[src/rtl/core/msel_pkg.sv]
// Shared types and constants of the multi-link best selector.
package msel_pkg;

    localparam int unsigned METRIC_W = 16;
    localparam int unsigned LOSS_W   = 10;
    localparam int unsigned SCORE_W  = 22;
    localparam int unsigned ID_W     = 4;
    localparam int unsigned WEIGHT_W = 8;
    localparam int unsigned QUOT_W   = 10;  // normalized scores reach at most 1000
    localparam int unsigned NUM_W    = 26;  // 1000 times a 16-bit difference

    localparam logic [1:0] ALG_LOWEST_RTT  = 2'd0;
    localparam logic [1:0] ALG_WEIGHTED    = 2'd1;
    localparam logic [1:0] ALG_SECURE_1ST  = 2'd2;
    localparam logic [1:0] ALG_THRESHOLD   = 2'd3;

    localparam logic [1:0] POLICY_OFF      = 2'd0;
    localparam logic [1:0] POLICY_PREFER   = 2'd1;
    localparam logic [1:0] POLICY_REQUIRED = 2'd2;

    localparam logic [1:0] LINK_UP         = 2'd0;
    localparam logic [1:0] LINK_DEGRADED   = 2'd1;
    localparam logic [1:0] LINK_DOWN       = 2'd2;

    localparam logic [2:0] REG_ALGORITHM   = 3'd0;
    localparam logic [2:0] REG_POLICY      = 3'd1;
    localparam logic [2:0] REG_RTT_THR     = 3'd2;
    localparam logic [2:0] REG_JIT_THR     = 3'd3;
    localparam logic [2:0] REG_LOSS_THR    = 3'd4;
    localparam logic [2:0] REG_LIMITS      = 3'd5;
    localparam logic [2:0] REG_WEIGHTS     = 3'd6;

    // One finished record handed to the running-best tracker.
    typedef struct packed {
        logic [ID_W-1:0]           link_id;
        logic                      basic;
        logic                      secure;
        logic                      allowed;
        logic                      thr_ok;
        logic [METRIC_W-1:0]       rtt;
        logic signed [SCORE_W-1:0] score;
        logic [1:0]                algorithm;
        logic [1:0]                policy;
        logic                      last;
    } upd_t;

    // Selection formed when a set closes.
    typedef struct packed {
        logic                      found;
        logic [ID_W-1:0]           link;
        logic signed [SCORE_W-1:0] score;
    } res_t;

endpackage

[src/rtl/core/multi_link_best_selector.sv]
// Top level of the multi-link best selector: configuration, sequencer and score unit.
//
// Link records enter on the s_ stream, one record per request; s_tlast marks the
// final record of a set. When that record has been scored, one selection leaves
// on the m_ stream: a found flag, the chosen link id and its score. Records that
// are not last produce no output request. Configuration registers are written
// through cfg_we / cfg_index / cfg_wdata and must only change while the block is idle.
//
// An ineligible record, or any record in lowest-latency mode, goes from acceptance
// straight to the commit step, and the next request is taken once it is committed.
// A weighted record runs its three normalized metrics through one shared restoring
// divider (bypassed when the maximum is zero or the metric reaches it) and one 10x8
// multiply-accumulate, then adds the signal and security terms and takes off the
// degraded penalty; a new request is taken only once the record is committed.
// s_tready is high only while the sequencer is idle. The selection sits in an output
// register, so the next set can start while the receiver stalls; if another set
// closes first, the sequencer holds at its final step until m_tready frees it.
// Reset (synchronous, aresetn low) restores the register defaults, clears the
// running best and drops any pending selection.
module multi_link_best_selector #(
    parameter int unsigned MAX_LINKS = 8
) (
    input  logic        aclk,
    input  logic        aresetn,
    // Link records: link_id[3:0], enabled[4], link_state[6:5], measurement_ok[7],
    // secure[8], rtt_ms[24:9], jitter[40:25], loss[50:41],
    // rssi[58:51], zero fill above.
    input  logic        s_tvalid,
    output logic        s_tready,
    input  logic [63:0] s_tdata,
    input  logic        s_tlast,
    // Selections: found[0], chosen_link[4:1], chosen_score[26:5], zero fill above.
    output logic        m_tvalid,
    input  logic        m_tready,
    output logic [31:0] m_tdata,
    // Register write port.
    input  logic        cfg_we,
    input  logic [2:0]  cfg_index,
    input  logic [47:0] cfg_wdata
);

    localparam int unsigned MW = msel_pkg::METRIC_W;
    localparam int unsigned SW = msel_pkg::SCORE_W;
    localparam int unsigned PROD_W = msel_pkg::QUOT_W + msel_pkg::WEIGHT_W;

    typedef enum logic [2:0] {
        S_IDLE, S_PREP, S_DIV, S_MAC, S_SIG, S_SEC, S_COMMIT
    } state_t;

    // Configuration registers.
    logic [1:0]            alg_reg;
    logic [1:0]            policy_reg;
    logic [MW-1:0]         rtt_thr_reg;
    logic [MW-1:0]         jit_thr_reg;
    logic [msel_pkg::LOSS_W-1:0] loss_thr_reg;
    logic [47:0]           limits_reg;
    logic [39:0]           weights_reg;

    always_ff @(posedge aclk) begin
        if (!aresetn) begin
            alg_reg      <= msel_pkg::ALG_WEIGHTED;
            policy_reg   <= msel_pkg::POLICY_OFF;
            rtt_thr_reg  <= '1;
            jit_thr_reg  <= '1;
            loss_thr_reg <= '1;
            limits_reg   <= '0;
            weights_reg  <= '0;
        end else if (cfg_we) begin
            unique case (cfg_index)
                msel_pkg::REG_ALGORITHM: alg_reg      <= cfg_wdata[1:0];
                msel_pkg::REG_POLICY:    policy_reg   <= cfg_wdata[1:0];
                msel_pkg::REG_RTT_THR:   rtt_thr_reg  <= cfg_wdata[MW-1:0];
                msel_pkg::REG_JIT_THR:   jit_thr_reg  <= cfg_wdata[MW-1:0];
                msel_pkg::REG_LOSS_THR:  loss_thr_reg <= cfg_wdata[msel_pkg::LOSS_W-1:0];
                msel_pkg::REG_LIMITS:    limits_reg   <= cfg_wdata;
                msel_pkg::REG_WEIGHTS:   weights_reg  <= cfg_wdata[39:0];
                default: ;
            endcase
        end
    end

    // Captured record fields.
    logic [msel_pkg::ID_W-1:0]   id_reg;
    logic [1:0]                  lstate_reg;
    logic                        basic_reg;
    logic                        sec_reg;
    logic [MW-1:0]               rtt_reg;
    logic [MW-1:0]               jit_reg;
    logic [msel_pkg::LOSS_W-1:0] loss_reg;
    logic signed [7:0]           dbm_reg;
    logic                        last_reg;

    // Sequencer and score unit.
    state_t                      state_reg;
    logic [1:0]                  idx_reg;
    logic signed [SW-1:0]        acc_reg;
    logic [msel_pkg::QUOT_W-1:0] quot_reg;
    logic                        m_tvalid_reg;
    msel_pkg::res_t              m_res_reg;

    logic                        in_fire;
    logic                        in_basic;
    logic [MW-1:0]               x_sel;
    logic [MW-1:0]               m_sel;
    logic [7:0]                  w_sel;
    logic                        skip_div;
    logic [MW-1:0]               diff;
    logic [msel_pkg::NUM_W-1:0]  dividend;
    logic                        div_start;
    logic                        div_done;
    logic [msel_pkg::QUOT_W-1:0] div_quot;
    logic [PROD_W-1:0]           mac_prod;
    logic [5:0]                  sig_off;
    logic [9:0]                  sig_score;
    logic [PROD_W-1:0]           sig_prod;
    logic [PROD_W-1:0]           sec_bonus;
    logic signed [SW-1:0]        penalty;
    logic                        commit_block;
    logic                        upd_valid;
    msel_pkg::upd_t              upd;
    msel_pkg::res_t              res;

    assign s_tready = (state_reg == S_IDLE);
    assign in_fire  = s_tvalid && s_tready;
    assign in_basic = s_tdata[4] && (s_tdata[6:5] != msel_pkg::LINK_DOWN) && s_tdata[7];

    // Metric, maximum and weight of the term being normalized.
    always_comb begin
        unique case (idx_reg)
            2'd0: begin
                x_sel = rtt_reg;
                m_sel = limits_reg[15:0];
                w_sel = weights_reg[7:0];
            end
            2'd1: begin
                x_sel = jit_reg;
                m_sel = limits_reg[31:16];
                w_sel = weights_reg[15:8];
            end
            2'd2: begin
                x_sel = MW'(loss_reg);
                m_sel = limits_reg[47:32];
                w_sel = weights_reg[23:16];
            end
            default: begin
                x_sel = '0;
                m_sel = '0;
                w_sel = '0;
            end
        endcase
    end

    assign skip_div  = (m_sel == '0) || (x_sel >= m_sel);
    assign diff      = m_sel - x_sel;
    assign dividend  = msel_pkg::NUM_W'(diff) * msel_pkg::NUM_W'(1000);
    assign div_start = (state_reg == S_PREP) && !skip_div;
    assign mac_prod  = PROD_W'(quot_reg) * PROD_W'(w_sel);

    // Signal term: full credit at -50 dBm and above, none at -100 dBm and below.
    always_comb begin
        sig_off = 6'(dbm_reg + 8'sd100);
        if (dbm_reg >= -8'sd50) begin
            sig_score = 10'd1000;
        end else if (dbm_reg <= -8'sd100) begin
            sig_score = '0;
        end else begin
            sig_score = {sig_off, 4'b0} + {2'b0, sig_off, 2'b0};
        end
    end

    assign sig_prod  = PROD_W'(sig_score) * PROD_W'(weights_reg[31:24]);
    assign sec_bonus = sec_reg ? PROD_W'(weights_reg[39:32]) * PROD_W'(1000) : '0;
    assign penalty   = (lstate_reg == msel_pkg::LINK_DEGRADED) ? SW'(500) : '0;

    msel_div u_div (
        .aclk     (aclk),
        .aresetn  (aresetn),
        .start    (div_start),
        .dividend (dividend),
        .divisor  (m_sel),
        .done     (div_done),
        .quotient (div_quot)
    );

    // A closing record waits while a previous selection is still unread.
    assign commit_block = last_reg && m_tvalid_reg && !m_tready;
    assign upd_valid    = (state_reg == S_COMMIT) && !commit_block;

    always_comb begin
        upd.link_id   = id_reg;
        upd.basic     = basic_reg;
        upd.secure    = sec_reg;
        upd.allowed   = (policy_reg == msel_pkg::POLICY_REQUIRED) ? sec_reg : 1'b1;
        upd.thr_ok    = (rtt_reg <= rtt_thr_reg) && (jit_reg <= jit_thr_reg) &&
                        (loss_reg <= loss_thr_reg);
        upd.rtt       = rtt_reg;
        upd.score     = acc_reg;
        upd.algorithm = alg_reg;
        upd.policy    = policy_reg;
        upd.last      = last_reg;
    end

    msel_best #(
        .MAX_LINKS (MAX_LINKS)
    ) u_best (
        .aclk      (aclk),
        .aresetn   (aresetn),
        .upd_valid (upd_valid),
        .upd       (upd),
        .res       (res)
    );

    always_ff @(posedge aclk) begin
        if (!aresetn) begin
            state_reg    <= S_IDLE;
            idx_reg      <= '0;
            m_tvalid_reg <= 1'b0;
        end else begin
            // A closing record loads the output register; otherwise a taken
            // selection empties it.
            if (upd_valid && last_reg) begin
                m_tvalid_reg <= 1'b1;
                m_res_reg    <= res;
            end else if (m_tready) begin
                m_tvalid_reg <= 1'b0;
            end
            unique case (state_reg)
                S_IDLE: begin
                    if (in_fire) begin
                        id_reg     <= s_tdata[3:0];
                        lstate_reg <= s_tdata[6:5];
                        sec_reg    <= s_tdata[8];
                        rtt_reg    <= s_tdata[24:9];
                        jit_reg    <= s_tdata[40:25];
                        loss_reg   <= s_tdata[50:41];
                        dbm_reg    <= s_tdata[58:51];
                        last_reg   <= s_tlast;
                        basic_reg  <= in_basic;
                        acc_reg    <= '0;
                        idx_reg    <= '0;
                        // Scoring is only needed for eligible records in the weighted modes.
                        if (in_basic && alg_reg != msel_pkg::ALG_LOWEST_RTT) begin
                            state_reg <= S_PREP;
                        end else begin
                            state_reg <= S_COMMIT;
                        end
                    end
                end
                S_PREP: begin
                    if (skip_div) begin
                        quot_reg  <= '0;
                        state_reg <= S_MAC;
                    end else begin
                        state_reg <= S_DIV;
                    end
                end
                S_DIV: begin
                    if (div_done) begin
                        quot_reg  <= div_quot;
                        state_reg <= S_MAC;
                    end
                end
                S_MAC: begin
                    acc_reg <= acc_reg + $signed({{(SW-PROD_W){1'b0}}, mac_prod});
                    if (idx_reg == 2'd2) begin
                        state_reg <= S_SIG;
                    end else begin
                        idx_reg   <= idx_reg + 1'b1;
                        state_reg <= S_PREP;
                    end
                end
                S_SIG: begin
                    acc_reg   <= acc_reg + $signed({{(SW-PROD_W){1'b0}}, sig_prod});
                    state_reg <= S_SEC;
                end
                S_SEC: begin
                    acc_reg   <= acc_reg + $signed({{(SW-PROD_W){1'b0}}, sec_bonus})
                                 - penalty;
                    state_reg <= S_COMMIT;
                end
                S_COMMIT: begin
                    if (!commit_block) begin
                        state_reg <= S_IDLE;
                    end
                end
                default: state_reg <= S_IDLE;
            endcase
        end
    end

    assign m_tvalid = m_tvalid_reg;
    assign m_tdata  = {5'b0, m_res_reg.score, m_res_reg.link, m_res_reg.found};

endmodule

[src/rtl/core/msel_div.sv]
// Restoring divider, one quotient bit per cycle, for the normalized metric scores.
module msel_div (
    input  logic                          aclk,
    input  logic                          aresetn,
    input  logic                          start,
    input  logic [msel_pkg::NUM_W-1:0]    dividend,
    input  logic [msel_pkg::METRIC_W-1:0] divisor,
    output logic                          done,
    output logic [msel_pkg::QUOT_W-1:0]   quotient
);

    localparam int unsigned SH_W  = msel_pkg::METRIC_W + msel_pkg::QUOT_W - 1;
    localparam int unsigned CNT_W = $clog2(msel_pkg::QUOT_W);

    logic [msel_pkg::NUM_W-1:0]  rem_reg;
    logic [SH_W-1:0]             sh_reg;
    logic [msel_pkg::QUOT_W-1:0] quot_reg;
    logic [CNT_W-1:0]            cnt_reg;
    logic                        busy_reg;
    logic                        done_reg;
    logic [msel_pkg::NUM_W-1:0]  sh_ext;
    logic                        fits;

    // The caller guarantees dividend < divisor * 2**QUOT_W.
    assign sh_ext = msel_pkg::NUM_W'(sh_reg);
    assign fits   = rem_reg >= sh_ext;

    always_ff @(posedge aclk) begin
        if (!aresetn) begin
            busy_reg <= 1'b0;
            done_reg <= 1'b0;
            cnt_reg  <= '0;
        end else begin
            done_reg <= 1'b0;
            if (start) begin
                busy_reg <= 1'b1;
                cnt_reg  <= CNT_W'(msel_pkg::QUOT_W - 1);
                rem_reg  <= dividend;
                sh_reg   <= {divisor, {(msel_pkg::QUOT_W-1){1'b0}}};
                quot_reg <= '0;
            end else if (busy_reg) begin
                if (fits) begin
                    rem_reg <= rem_reg - sh_ext;
                end
                quot_reg <= {quot_reg[msel_pkg::QUOT_W-2:0], fits};
                sh_reg   <= sh_reg >> 1;
                if (cnt_reg == '0) begin
                    busy_reg <= 1'b0;
                    done_reg <= 1'b1;
                end else begin
                    cnt_reg <= cnt_reg - 1'b1;
                end
            end
        end
    end

    assign done     = done_reg;
    assign quotient = quot_reg;

endmodule

[src/rtl/core/msel_best.sv]
// Running best and secure-best tracker with set closing and result forming.
module msel_best #(
    parameter int unsigned MAX_LINKS = 8
) (
    input  logic            aclk,
    input  logic            aresetn,
    input  logic            upd_valid,
    input  msel_pkg::upd_t  upd,
    output msel_pkg::res_t  res
);

    localparam int unsigned CNT_W = $clog2(MAX_LINKS + 1);

    logic                                  best_valid_reg, best_valid_next;
    logic [msel_pkg::ID_W-1:0]             best_link_reg, best_link_next;
    logic signed [msel_pkg::SCORE_W-1:0]   best_score_reg, best_score_next;
    logic [msel_pkg::METRIC_W:0]           best_rtt_reg, best_rtt_next;
    logic                                  sec_valid_reg, sec_valid_next;
    logic [msel_pkg::ID_W-1:0]             sec_link_reg, sec_link_next;
    logic signed [msel_pkg::SCORE_W-1:0]   sec_score_reg, sec_score_next;
    logic [CNT_W-1:0]                      seen_reg, seen_next;
    logic                                  too_many_reg, too_many_next;

    always_comb begin
        best_valid_next = best_valid_reg;
        best_link_next  = best_link_reg;
        best_score_next = best_score_reg;
        best_rtt_next   = best_rtt_reg;
        sec_valid_next  = sec_valid_reg;
        sec_link_next   = sec_link_reg;
        sec_score_next  = sec_score_reg;
        seen_next       = seen_reg;
        too_many_next   = too_many_reg;

        if (seen_reg >= CNT_W'(MAX_LINKS)) begin
            too_many_next = 1'b1;
        end else begin
            seen_next = seen_reg + 1'b1;
        end

        if (upd.basic) begin
            if (upd.algorithm == msel_pkg::ALG_LOWEST_RTT) begin
                if (upd.allowed && ({1'b0, upd.rtt} < best_rtt_reg)) begin
                    best_rtt_next   = {1'b0, upd.rtt};
                    best_valid_next = 1'b1;
                    best_link_next  = upd.link_id;
                    best_score_next = 22'sd100000 - $signed({6'b0, upd.rtt});
                end
            end else begin
                if (upd.algorithm == msel_pkg::ALG_SECURE_1ST && upd.secure &&
                    (!sec_valid_reg || upd.score > sec_score_reg)) begin
                    sec_valid_next = 1'b1;
                    sec_link_next  = upd.link_id;
                    sec_score_next = upd.score;
                end
                if (upd.allowed &&
                    (upd.algorithm != msel_pkg::ALG_THRESHOLD || upd.thr_ok) &&
                    (!best_valid_reg || upd.score > best_score_reg)) begin
                    best_valid_next = 1'b1;
                    best_link_next  = upd.link_id;
                    best_score_next = upd.score;
                end
            end
        end

        // The selection reflects the state after this record.
        res = '0;
        if (!too_many_next) begin
            if (upd.algorithm == msel_pkg::ALG_SECURE_1ST && sec_valid_next) begin
                res.found = 1'b1;
                res.link  = sec_link_next;
                res.score = sec_score_next;
            end else if (upd.algorithm == msel_pkg::ALG_SECURE_1ST &&
                         upd.policy == msel_pkg::POLICY_REQUIRED) begin
                res = '0;
            end else if (best_valid_next) begin
                res.found = 1'b1;
                res.link  = best_link_next;
                res.score = best_score_next;
            end
        end
    end

    always_ff @(posedge aclk) begin
        if (!aresetn || (upd_valid && upd.last)) begin
            best_valid_reg <= 1'b0;
            best_link_reg  <= '0;
            best_score_reg <= '0;
            best_rtt_reg   <= '1;
            sec_valid_reg  <= 1'b0;
            sec_link_reg   <= '0;
            sec_score_reg  <= '0;
            seen_reg       <= '0;
            too_many_reg   <= 1'b0;
        end else if (upd_valid) begin
            best_valid_reg <= best_valid_next;
            best_link_reg  <= best_link_next;
            best_score_reg <= best_score_next;
            best_rtt_reg   <= best_rtt_next;
            sec_valid_reg  <= sec_valid_next;
            sec_link_reg   <= sec_link_next;
            sec_score_reg  <= sec_score_next;
            seen_reg       <= seen_next;
            too_many_reg   <= too_many_next;
        end
    end

endmodule

[config.mk]
export PLATFORM = sky130hd
export DESIGN_NAME = multi_link_best_selector
export DESIGN_NICKNAME = d
export VERILOG_FILES = /design/src/rtl/core/msel_pkg.sv /design/src/rtl/core/multi_link_best_selector.sv /design/src/rtl/core/msel_div.sv /design/src/rtl/core/msel_best.sv
export SDC_FILE = /design/constraint.sdc
export NUM_CORES = 2
export LEC_CHECK = 0
export BUFFER_PORTS_ARGS = -buffer_cell sky130_fd_sc_hd__buf_2
export CORE_ASPECT_RATIO = 1.25
export CORE_MARGIN = 2
export CORE_UTILIZATION = 35
export DETAILED_ROUTE_END_ITERATION = 8
export PLACE_DENSITY = 0.54
export SYNTH_ARGS = -nofsm -noshare
export SYNTH_HDL_FRONTEND = slang
export SYNTH_HIERARCHICAL = 1
export SYNTH_SLANG_ARGS = --single-unit
[constraint.sdc]
create_clock -name aclk -period 8.5 [get_ports aclk]
set_clock_uncertainty 0.1 [all_clocks]
set_input_delay 1.7 -clock aclk [delete_from_list [all_inputs] [get_ports aclk]]
set_output_delay 1.7 -clock aclk [all_outputs]
set_load 0.05 [all_outputs]
==> flow_summary.toml <==
[synthesis]
synth_top_area_cell = "edfxtp_1"
synth.avg_cell_area_sq_um = 8.943
async_reset_ff_share_pct = 0
synth-seq-cells = 401
yosys-top-cells-count = "inv_1, nand2_1, ha_1"
yosys.cell_count.top_type = "inv_1"
synth_cell_types = 98
syn_inst = 3670
synth_flop_cell = "dfxtp_1"
synth_edf_count = 179
netlist.area_leader.share_pct = 16.38
ys_warn_count = 6
ys_seq_area_share_pct = 29.92
ys_top_cells_by_area = "edfxtp_1, ha_1, dfxtp_1"
synth_area_sq_um = 32820

[global_routing]
grt_pass1_wl_microns = 149800
grt-ovfl-total = 0
antenna_found_initial = 8
grt_max_degree = 63
grt_pass1_vias = 25910
grtUsageTotal_pct = 19.81

[worst_setup_path]
crit_slowest_cell = "fa_1"
critPathRequiredTime_ns = 8.71
ff2ff_setup_slack_ns = 0.48
r2r-start = "idx_reg[0]"
path_class = "reg -> reg"
worstSetupStartpointType = "flip-flop"
cp.depth = 32
cp.arrival_ns = 8.24
r2r-end = "u_div/rem_reg[23]"
cp_num_buf_inv = 6
crit_fanout = 37
critPathTopFamily = "adder cells"
cp-end-kind = "flip-flop"
slowest_delay_ns = 0.53
reg2reg_depth = 32

[timing]
setup_tns_ns = 0
rsz0062_at_grt = "no"
fmax_mhz = 124.6
slew_headroom_pct = 19.42
finalMaxSlewViolations = 0
worstMarginPinSlew_ns = 1.209
min_period_over_period_pct = 94.40
hold_violations = 0
post-route-min-period_ns = 8.024
setup-violations-final = 0
whs_ns = 0.3612

[floorplanning]
core-area_sq_um = 92900
die_w_microns = 277.9
die_h_microns = 346.4
ios = 155
die-area_sq_um = 96250
initial_core_util_pct = 35.33
num_rows = 125

[cts]
cts_root_buf = "clkbuf_16"
clock_sinks = 401
clkTransAtPathRegs_ns = 0.06
postCtsSetupBuffers = 0
insertion_delay_ns = 0.61
cts_resized = 0
cts_tree = "yes"
cts_buffers = 48
cts_max_path_buffers = 3
cts-htree-levels = 2
ctsHoldBuffers = 0

[layout]
syn2layout_area_growth_pct = 11.40
largest_reg_flops = 48
fin_nets = 4440
drive_above_1_share_pct = 9.091
postLayoutCoreUtil_pct = 39.35

[pwr]
ir_drop_v = 0.0005282
cellLeakagePower_nw = 16.36
p_per_area_nw_per_um2 = 301.6

[placed_design]
hpwl_microns = 75430
io_buffer_count = 144
routabilityCongestion = 0.8997

[routing]
post_drt_via_cell_ratio = 5.242
totalWireLength_microns = 96160
routedWlPerCell_microns = 19.14
ant_nets = 0
vias = 26340
drc = 0
drt-initial-drc-count = 1582
first_pass_iters = 9

[min_path]
hold_end = "u_best/best_link_reg[0]"
min_path_type = "reg -> reg"
min_from = "u_best/best_link_reg[0]"
min_path_cells = 2

[run]
maxCapViolCount = 0

[outcome]
status = "finished, final reports clean"
==> layout by cell type (no fill, tap or decap), types with 55 or more instances in the layout <==
| master | count |
|---|---|
| buf_2 | 143 |
| nor2_1 | 196 |
| nand3_1 | 59 |
| xor2_1 | 55 |
| o211ai_1 | 68 |
| nor2b_1 | 73 |
| o21ai_0 | 131 |
| a21oi_1 | 206 |
| ha_1 | 371 |
| a21o_1 | 62 |
| nand2_1 | 432 |
| and2_1 | 87 |
| xnor2_1 | 83 |
| fa_1 | 169 |
| edfxtp_1 | 179 |
| inv_1 | 467 |
| dfxtp_1 | 222 |
| a21boi_0 | 97 |
==> logic make-up after synthesis <==
group | share of synthesized area, %
and+or+nand+nor | 15.42
AOI/OAI and AO/OA | 18.54
buffers and inverters | 7.160
adders and majority gates | 24.45
DFF | 29.92
xor gates and xnor gates | 3.683
muxes | 0.8082
other | 0.01143
==> routing by layer <==
metal  share of wire (%)  track usage [%]
met5               0.028                0
met4                 3.7            7.192
met3                 4.0            2.496
met2                  50            35.45
met1                  42            24.24
==> report_power, final <==
group	internal, mW	total, mW	switching, mW
clock	1.23	2.14	0.911
sequential	2.14	2.32	0.184
combinational	2.77	6.57	3.80
==> cell type report <==
class                      instances  area [sq um]
clock inverter                    26         269.0
antenna                            1         2.502
multi-input combinational       2665         20730
tap                             1206          1509
sequential                       401          9819
fill                            9522         56340
inverter                         467          1753
timing repair buffer             196          1126
clock buffer                      62          1351
==> stage by stage <==
stage / cells / total power [mW] / setup slack (ns) / area [sq um]
floorplan: 3677 / 7.217 / 0.8532 / 32850
global placement: 4935 / 8.989 / 0.5293 / 34940
detailed placement: 4935 / 9.009 / 0.4856 / 34940
CTS: 5023 / 11.21 / 0.4463 / 36560
global route: 5024 / 11.97 / 0.009861 / 36560
finish: 5024 / 11.03 / 0.4763 / 36560
==> how the worst max path moves through the flow <==
stage / from / endpoint / slack, ns
floorplan: idx_reg[0] / u_div/rem_reg[25] / 0.85
global placement: idx_reg[0] / u_div/rem_reg[23] / 0.53
detailed placement: idx_reg[0] / u_div/rem_reg[25] / 0.49
CTS: idx_reg[0] / u_div/rem_reg[25] / 0.45
global route: idx_reg[0] / u_div/rem_reg[22] / 0.01
finish: idx_reg[0] / u_div/rem_reg[23] / 0.48
==> worst register-to-register path: cells and delay by family, from the launching register on <==
kind / cells / cell delay (ns)
fa+ha+maj: 8 / 3.35
compound gates: 11 / 2.23
buf+inv: 6 / 0.59
xor+xnor: 2 / 0.52
simple gates: 5 / 0.51
flops: 1 / 0.41
(Power assumes the default switching activity.)
